<file path="config.mk">
export PLATFORM = sky130hd
export DESIGN_NAME = sha256_message_hasher
export DESIGN_NICKNAME = d
export VERILOG_FILES = /design/src/rtl/sha256_pkg.sv /design/src/rtl/sha256_message_hasher.sv
export SDC_FILE = /design/constraint.sdc
export NUM_CORES = 2
export LEC_CHECK = 0
export BUFFER_PORTS_ARGS = -buffer_cell sky130_fd_sc_hd__buf_2
export CORE_ASPECT_RATIO = 1.4
export CORE_UTILIZATION = 50
export CTS_CLUSTER_DIAMETER = 150
export DETAILED_ROUTE_END_ITERATION = 8
export GPL_TIMING_DRIVEN = 0
export HOLD_SLACK_MARGIN = 0.05
export PLACE_DENSITY = 0.62
export SLEW_MARGIN = 20
export SYNTH_ARGS = -nofsm -noshare
export SYNTH_HDL_FRONTEND = slang
export SYNTH_SLANG_ARGS = --single-unit
</file>
<file path="constraint.sdc">
create_clock -name clk -period 33.2 [get_ports clk]
set_input_delay 3.32 -clock clk [delete_from_list [all_inputs] [get_ports clk]]
set_output_delay 3.32 -clock clk [all_outputs]
set_load 0.02 [all_outputs]
</file>
<file path="src/rtl/sha256_pkg.sv">
// Package for the SHA-256 hasher: beat types, constants and round functions.
`timescale 1ns / 1ps
package sha256_pkg;

    typedef struct packed {
        logic [7:0] data_byte;
        logic       has_byte;
        logic       end_of_message;
    } in_beat_t;

    typedef struct packed {
        logic [31:0] digest_word;
        logic [2:0]  word_index;
        logic        last_word;
    } out_beat_t;

    localparam int unsigned BLOCK_WORDS = 16;
    localparam int unsigned ROUNDS      = 64;
    localparam int unsigned LEN_WORD    = 14;

    localparam logic [7:0] PAD_BYTE = 8'h80;

    localparam logic [31:0] INIT_HASH [8] = '{
        32'h6a09e667, 32'hbb67ae85, 32'h3c6ef372, 32'ha54ff53a,
        32'h510e527f, 32'h9b05688c, 32'h1f83d9ab, 32'h5be0cd19
    };

    localparam logic [31:0] ROUND_K [64] = '{
        32'h428a2f98, 32'h71374491, 32'hb5c0fbcf, 32'he9b5dba5,
        32'h3956c25b, 32'h59f111f1, 32'h923f82a4, 32'hab1c5ed5,
        32'hd807aa98, 32'h12835b01, 32'h243185be, 32'h550c7dc3,
        32'h72be5d74, 32'h80deb1fe, 32'h9bdc06a7, 32'hc19bf174,
        32'he49b69c1, 32'hefbe4786, 32'h0fc19dc6, 32'h240ca1cc,
        32'h2de92c6f, 32'h4a7484aa, 32'h5cb0a9dc, 32'h76f988da,
        32'h983e5152, 32'ha831c66d, 32'hb00327c8, 32'hbf597fc7,
        32'hc6e00bf3, 32'hd5a79147, 32'h06ca6351, 32'h14292967,
        32'h27b70a85, 32'h2e1b2138, 32'h4d2c6dfc, 32'h53380d13,
        32'h650a7354, 32'h766a0abb, 32'h81c2c92e, 32'h92722c85,
        32'ha2bfe8a1, 32'ha81a664b, 32'hc24b8b70, 32'hc76c51a3,
        32'hd192e819, 32'hd6990624, 32'hf40e3585, 32'h106aa070,
        32'h19a4c116, 32'h1e376c08, 32'h2748774c, 32'h34b0bcb5,
        32'h391c0cb3, 32'h4ed8aa4a, 32'h5b9cca4f, 32'h682e6ff3,
        32'h748f82ee, 32'h78a5636f, 32'h84c87814, 32'h8cc70208,
        32'h90befffa, 32'ha4506ceb, 32'hbef9a3f7, 32'hc67178f2
    };

    function automatic logic [31:0] rotr(input logic [31:0] v, input int unsigned n);
        rotr = (v >> n) | (v << (32 - n));
    endfunction

    function automatic logic [31:0] big_sigma0(input logic [31:0] v);
        big_sigma0 = rotr(v, 2) ^ rotr(v, 13) ^ rotr(v, 22);
    endfunction

    function automatic logic [31:0] big_sigma1(input logic [31:0] v);
        big_sigma1 = rotr(v, 6) ^ rotr(v, 11) ^ rotr(v, 25);
    endfunction

    function automatic logic [31:0] small_sigma0(input logic [31:0] v);
        small_sigma0 = rotr(v, 7) ^ rotr(v, 18) ^ (v >> 3);
    endfunction

    function automatic logic [31:0] small_sigma1(input logic [31:0] v);
        small_sigma1 = rotr(v, 17) ^ rotr(v, 19) ^ (v >> 10);
    endfunction

endpackage

</file>
<file path="src/rtl/sha256_message_hasher.sv">
// SHA-256 hasher top level: byte gathering, padding, round engine, digest output.
// Input: a byte beat is taken in the idle state; a beat that fills a block holds input off
//   through the round states and the hash add state.
// End beat: padding at 1 byte a cycle up to byte 55 (through 63 and again from 0 when
//   it spills), a compression per block, then 8 digest beats; input waits meanwhile.
// One message at a time: no byte is taken outside idle. Reset: rst_n (async, active
//   low) loads the initial hash and clears counts.
`timescale 1ns / 1ps
module sha256_message_hasher (
    input  logic                  clk,
    input  logic                  rst_n,
    input  logic                  in_valid,
    output logic                  in_ready,
    input  sha256_pkg::in_beat_t  in_data,
    output logic                  out_valid,
    input  logic                  out_ready,
    output sha256_pkg::out_beat_t out_data
);

    typedef enum logic [4:0] {
        ST_IDLE  = 5'b00001,
        ST_PAD   = 5'b00010,
        ST_ROUND = 5'b00100,
        ST_ADD   = 5'b01000,
        ST_OUT   = 5'b10000
    } state_t;

    state_t      state_reg, state_next;

    // block memory: 16 words, one byte lane write, one read port
    logic [31:0] blk_mem [16];
    logic [31:0] rd_data_reg;
    logic [3:0]  rd_addr;

    logic [31:0] hash_reg [8];
    logic [31:0] r_reg [8];
    logic [31:0] w_reg [16];
    logic [5:0]  pos_reg;
    logic [63:0] len_reg;
    logic [6:0]  rnd_reg;
    logic [3:0]  cnt_reg;
    logic        finish_reg;
    logic        last_blk_reg;
    logic [2:0]  oidx_reg;

    logic        take;
    logic        byte_we;
    logic [5:0]  byte_addr;
    logic [7:0]  byte_val;

    logic [31:0] w_cur;
    logic [31:0] t1, t2;

    assign in_ready = (state_reg == ST_IDLE);
    assign take     = in_valid && in_ready;

    // byte writes: from input or from padding
    always_comb
    begin
        byte_we   = 1'b0;
        byte_addr = pos_reg;
        byte_val  = sha256_pkg::PAD_BYTE;
        if (take && in_data.has_byte)
        begin
            byte_we  = 1'b1;
            byte_val = in_data.data_byte;
        end
        else if (state_reg == ST_PAD)
        begin
            byte_we  = 1'b1;
            byte_val = (cnt_reg == 4'd1) ? sha256_pkg::PAD_BYTE : 8'h00;
        end
    end

    always_ff @(posedge clk)
    begin
        if (byte_we)
        begin
            unique case (byte_addr[1:0])
                2'd0: blk_mem[byte_addr[5:2]][31:24] <= byte_val;
                2'd1: blk_mem[byte_addr[5:2]][23:16] <= byte_val;
                2'd2: blk_mem[byte_addr[5:2]][15:8]  <= byte_val;
                default: blk_mem[byte_addr[5:2]][7:0] <= byte_val;
            endcase
        end
        rd_data_reg <= blk_mem[rd_addr];
    end

    // round r < 16 reads word r; address for next cycle
    assign rd_addr = rnd_reg[3:0];

    always_comb
    begin
        if (rnd_reg < 7'(sha256_pkg::BLOCK_WORDS + 1))
            w_cur = (rnd_reg == 7'(sha256_pkg::LEN_WORD + 1) && last_blk_reg) ?
                        len_reg[63:32] :
                    (rnd_reg == 7'(sha256_pkg::LEN_WORD + 2) && last_blk_reg) ?
                        len_reg[31:0] : rd_data_reg;
        else
            w_cur = sha256_pkg::small_sigma1(w_reg[14]) + w_reg[9]
                  + sha256_pkg::small_sigma0(w_reg[1]) + w_reg[0];
    end

    always_comb
    begin
        t1 = r_reg[7] + sha256_pkg::big_sigma1(r_reg[4])
           + ((r_reg[4] & r_reg[5]) ^ (~r_reg[4] & r_reg[6]))
           + sha256_pkg::ROUND_K[rnd_reg[5:0] - 6'd1] + w_cur;
        t2 = sha256_pkg::big_sigma0(r_reg[0])
           + ((r_reg[0] & r_reg[1]) ^ (r_reg[0] & r_reg[2]) ^ (r_reg[1] & r_reg[2]));
    end

    always_comb
    begin
        state_next = state_reg;
        unique case (state_reg)
            ST_IDLE:
                if (take)
                begin
                    if (in_data.has_byte && pos_reg == 6'd63)
                        state_next = ST_ROUND;
                    else if (in_data.end_of_message)
                        state_next = ST_PAD;
                end
            ST_PAD:
                if (pos_reg == 6'd63 || pos_reg == 6'd55)
                    state_next = ST_ROUND;
            ST_ROUND: if (rnd_reg == 7'(sha256_pkg::ROUNDS)) state_next = ST_ADD;
            ST_ADD:
                if (last_blk_reg)     state_next = ST_OUT;
                else if (finish_reg)  state_next = ST_PAD;
                else                  state_next = ST_IDLE;
            ST_OUT:
                if (out_ready && oidx_reg == 3'd7) state_next = ST_IDLE;
            default: state_next = ST_IDLE;
        endcase
    end

    always_ff @(posedge clk or negedge rst_n)
    begin
        if (!rst_n)
        begin
            state_reg    <= ST_IDLE;
            pos_reg      <= '0;
            len_reg      <= '0;
            rnd_reg      <= '0;
            cnt_reg      <= '0;
            finish_reg   <= 1'b0;
            last_blk_reg <= 1'b0;
            oidx_reg     <= '0;
            for (int i = 0; i < 8; i++)
                hash_reg[i] <= sha256_pkg::INIT_HASH[i];
        end
        else
        begin
            state_reg <= state_next;
            unique case (state_reg)
                ST_IDLE:
                begin
                    rnd_reg <= '0;
                    if (take)
                    begin
                        finish_reg <= in_data.end_of_message;
                        cnt_reg    <= 4'd1;
                        if (in_data.has_byte)
                        begin
                            pos_reg <= pos_reg + 6'd1;
                            len_reg <= len_reg + 64'd8;
                        end
                        if (in_data.has_byte && pos_reg == 6'd63)
                            last_blk_reg <= 1'b0;
                    end
                end
                ST_PAD:
                begin
                    // cnt 1: pad byte written; then zeros up to 55 or 63
                    cnt_reg <= 4'd2;
                    rnd_reg <= '0;
                    if (pos_reg == 6'd55)
                    begin
                        last_blk_reg <= 1'b1;
                        pos_reg      <= '0;
                    end
                    else
                        pos_reg <= pos_reg + 6'd1;
                end
                ST_ROUND:
                begin
                    rnd_reg <= rnd_reg + 7'd1;
                    if (rnd_reg == 7'd0)
                    begin
                        for (int i = 0; i < 8; i++)
                            r_reg[i] <= hash_reg[i];
                    end
                    else
                    begin
                        r_reg[7] <= r_reg[6];
                        r_reg[6] <= r_reg[5];
                        r_reg[5] <= r_reg[4];
                        r_reg[4] <= r_reg[3] + t1;
                        r_reg[3] <= r_reg[2];
                        r_reg[2] <= r_reg[1];
                        r_reg[1] <= r_reg[0];
                        r_reg[0] <= t1 + t2;
                        for (int i = 0; i < 15; i++)
                            w_reg[i] <= w_reg[i + 1];
                        w_reg[15] <= w_cur;
                    end
                end
                ST_ADD:
                begin
                    for (int i = 0; i < 8; i++)
                        hash_reg[i] <= hash_reg[i] + r_reg[i];
                    cnt_reg  <= 4'd0;
                    oidx_reg <= '0;
                    if (finish_reg && !last_blk_reg && cnt_reg == 4'd1)
                        cnt_reg <= 4'd1;
                end
                ST_OUT:
                    if (out_ready)
                    begin
                        oidx_reg <= oidx_reg + 3'd1;
                        if (oidx_reg == 3'd7)
                        begin
                            for (int i = 0; i < 8; i++)
                                hash_reg[i] <= sha256_pkg::INIT_HASH[i];
                            pos_reg      <= '0;
                            len_reg      <= '0;
                            finish_reg   <= 1'b0;
                            last_blk_reg <= 1'b0;
                        end
                    end
                default: ;
            endcase
        end
    end

    assign out_valid            = (state_reg == ST_OUT);
    assign out_data.digest_word = hash_reg[oidx_reg];
    assign out_data.word_index  = oidx_reg;
    assign out_data.last_word   = (oidx_reg == 3'd7);

endmodule

</file>
# Word-level counts from Yosys, hierarchy flattened
# Memory sizes are Yosys's and may differ from the RTL's. A register that Yosys moved wholly into a read port is not among the register bits.
# Cells that the tools add are included.
# op_classes
bitwise	37
magnitude_cmp	3
eq_ne	24
n_reduce_logical	29
add_sub_neg	23
muxes	76
# ops
op	n
$add 32x32->32	18
$mux 256	2
$pmux 256 s2	1
$mux 32	15
$xor 32x32->32	9
$mux 64	4
$and 32x32->32	5
$pmux 64 s2	1
$bmux 32 s3	1
$add 64x4->64 const B	1
$mux 5	7
$not 32->32	1
$or 10x32->32	1
$or 13x32->32	1
$or 14x32->32	1
$or 15x32->32	1
$or 19x32->32	1
$or 21x32->32	1
$or 25x32->32	1
$or 26x32->32	1
$or 30x32->32	1
$or 7x32->32	1
$xor 32x22->32	1
$xor 32x29->32	1
other kinds (53)	115
# totals
out_inout_bits	38
romBits	2048
inputBits	14
elab_cells	212
ff_bits	347
mem_bits_rw	1280
mem_count	4
# mem_list
memory	depth	width	read_ports	rd_clocked_by_memory_dff	write_ports	line	rtl
(name not given)	64	32	1	0	0	sha256_message_hasher.sv:108	+ sha256_pkg::ROUND_K[rnd_reg[5:0] - 6'd1] + w_cur;
blk_mem	16	32	1	1	1	sha256_message_hasher.sv:31	logic [31:0] blk_mem [16];
w_reg	16	32	16	0	16	sha256_message_hasher.sv:37	logic [31:0] w_reg [16];
r_reg	8	32	8	0	8	sha256_message_hasher.sv:36	logic [31:0] r_reg [8];

# Logic depth before layout (Yosys ltp)
# An unclocked memory read counts as a cell.
# depth
word_depth	11
mapped_depth	48
depth_no_buf	46

# Least setup slack after synthesis
# OpenSTA, ideal clock, no wires.
# synth_timing
kind	input -> register
startpoint	input port rst_n
endpoint	memory w_reg[0][0] (enable)
setup_slack_ns	7.896
cell_stages	5
path_buffers	2
setup_ns	1.078
required_time_ns	32.122
t_arrival_ns	24.226
cell_sequence	and2_1 -> nand2_1 -> clkbuf_1 -> clkinv_1 -> clkbuf_1
# synth_lines
element	line	rtl
from (decl)	sha256_message_hasher.sv:11	input logic rst_n,
to (decl)	sha256_message_hasher.sv:37	

==> metrics.txt <==
Slew Viols, Final=0; share of the synthesized area in the top cell type=0.424; first-pass GRT wire length=458 mm; Area Growth Syn to Fin=11.0%; Fmax=0.0628 GHz; vias in the first global route=64,479; worst slew pin tran=between 1000 and 1500 ps; synth top area cells=edfxtp_1, dfrtp_1, mux4_2; GR Util All Layers=0.352; initial antenna violation count=16; register bit total from synthesis=about 1,700; Die Wd=362 um; sequential share of the synthesized area=0.527; mapped cell area=90,600 sq um; initial DRC count=7,030; Worst Setup Start Kind=register; ys async rst share=0.207; Setup-failing EPs final=0; CTS max path bufs=3; Detailed Route WL=~320 mm; gp weighted congestion=1.06; Post-synth top flop=edfxtp_1; number of port buffers=51; synth cell count leaders=edfxtp_1, nand2_1, o21ai_0; via count=about 65,000; post-cts sizing count=0; H-Tree Depth=4; CTS tree=yes; Post-DRT Antenna Nets=0; RSZ-0062 raised after global routing=false; Worst-Skew Late Latency=880 ps; CORE AREA=180,000 sq um; Pre-Repair DR Iteration Count=8; clk root buf=clkbuf_16; TritonCTS buffer count=about 160; Starting Density=0.504; number of nets in the layout=8,583; setup bufs post-CTS=0; clk_skew=75.4 ps; max incr delay on CP=830 ps; Post-Place Worst Slack=17,650 ps; post-synthesis cell count=7,717; drc violations=0; most frequent cell after synthesis=edfxtp_1; share of post-route cells with drive strength above 1=0.108; Mean Syn Cell Area=~12 sq um; Fin Setup TNS=0 ps; CP Max Fanout=15; status=complete, no violations; Hold/Removal Path Class=reg -> reg; Via density=6.19; Tmin final=15,940 ps; Post-Syn Nets=approximately 8,300; std cell rows=184; Layout fillers=about 15,000; Yosys warnings=0; Distinct cells, synth=89; largest net degree at the start of global routing=87; GRT Residual Overflow=0; Clock transition at path regs=approximately 70 ps; Routed WL per cell=approximately 31 um; CP arrival=16,660 ps; CP max-delay cell=clkinv_1; Detail Placement HPWL=243 mm; CP endpoint kind=register; IO Count=between 50 and 60; dominant cell type by area after synthesis=edfxtp_1; CTS Hold Buffers Added=0; Post-synth EDFFs=1,280; final worst slack=roughly 17,000 ps; clk sinks=1,654; crit path kind=reg -> reg; CP Data Required Time=33,920 ps; Final Hold Fails=0; die area=183,000 sq um; MaxCap Viol Count=0; Die Ht=about 510 um; Final Cycle Share=0.480; Max-slew headroom=0.140
-- critical path: cells and delay by family, from the launching register on --
family	cells	cell delay, ps
AOI/OAI and AO/OA	18	4750
DFF	1	480
and+or+nand+nor	6	1190
buffers and inverters	11	4100
adders and majority gates	9	4640
xor gates and xnor gates	2	600
-- worst paths after layout --
path / to / slack [ps] / from / cells past startpoint
min in group asynchronous: hash_reg[93] / 2390 / rst_n / 1
worst max-delay path: r_reg[0][31] / 17260 / rnd_reg[0] / 46
worst min-delay path: w_reg[1][147] / 410 / w_reg[1][179] / 0
worst min register to register: w_reg[1][147] / 410 / w_reg[1][179] / 0
worst max register to register: r_reg[0][31] / 17260 / rnd_reg[0] / 46
max in group asynchronous: len_reg[61] / 29360 / rst_n / 3
-- cells in the final DEF (no fill, tap or decap), types with 26 or more instances in the layout --
master / count
edfxtp_1: 1280
nand2_1: 1009
o21ai_0: 524
a21oi_1: 477
inv_1: 430
nor2_1: 430
ha_1: 398
xnor2_1: 374
clkbuf_1: 311
xor2_1: 262
mux4_2: 224
dfrtp_1: 205
fa_1: 197
a21o_1: 181
nand3_1: 164
clkbuf_16: 164
dfstp_2: 137
nor3_1: 114
o21a_1: 66
nand2b_1: 63
mux2_2: 62
buf_2: 58
and3_1: 49
a211oi_1: 48
o21bai_1: 48
o211ai_1: 47
buf_1: 42
nor2b_1: 37
a31oi_1: 36
mux2i_1: 34
dfxtp_1: 32
or3_1: 30
clkinv_2: 28
clkinv_1: 26
-- stage by stage --
stage	utilization	cell area [sq um]	cells	hold slack (ps)
2_1_floorplan	-	90600	7717	400
3_3_place_gp	0.522	93900	10186	400
3_5_place_dp	0.528	94900	10226	405
4_1_cts	0.559	101000	10533	389
5_1_grt	0.559	101000	10534	403
6_report	0.559	101000	10543	406
-- final cells by class --
type / count / area (sq um) / share of cell area
Buffer: 355 / 1380 / 0.0137
Sequential cell: 1654 / 47800 / 0.475
Clock inverter: 102 / 1320 / 0.0131
Timing Repair Buffer: 91 / 1040 / 0.0103
Clock buffer: 205 / 4360 / 0.0433
Inverter: 435 / 1630 / 0.0162
Antenna cell: 10 / 25.0 / 0.000249
Tap cell: 2418 / 3030 / 0.0301
Multi-Input combinational cell: 5273 / 40000 / 0.398
-- per-layer routing --
metal / global-route usage / part of all wire / vias up
met3: 0.0627 / 0.079 / 908
met1: 0.433 / 0.37 / 32629
met4: 0.267 / 0.090 / 10
met2: 0.554 / 0.46 / 3301
met5: 0 / 0.00022 / -
li1: - / - / 28443
-- cells by family (layout without fill, tap and decap cells) --
kind of cell             Yosys count  after routing  share of synthesized area
flip-flops                      1654           1654                      0.527
AND/OR/NAND/NOR                 2019           2019                     0.0968
adder cells (fa/ha/maj)          600            600                     0.0990
other                              0             10                          0
XOR/XNOR                         638            638                     0.0618
multiplexers                     321            321                     0.0674
AO/OA/AOI/OAI                   1695           1695                      0.115
buffers and inverters            790           1188                     0.0327
Power is not shown: default switching activity piles up to over one toggle a cycle in this logic, so the estimate is an artifact.
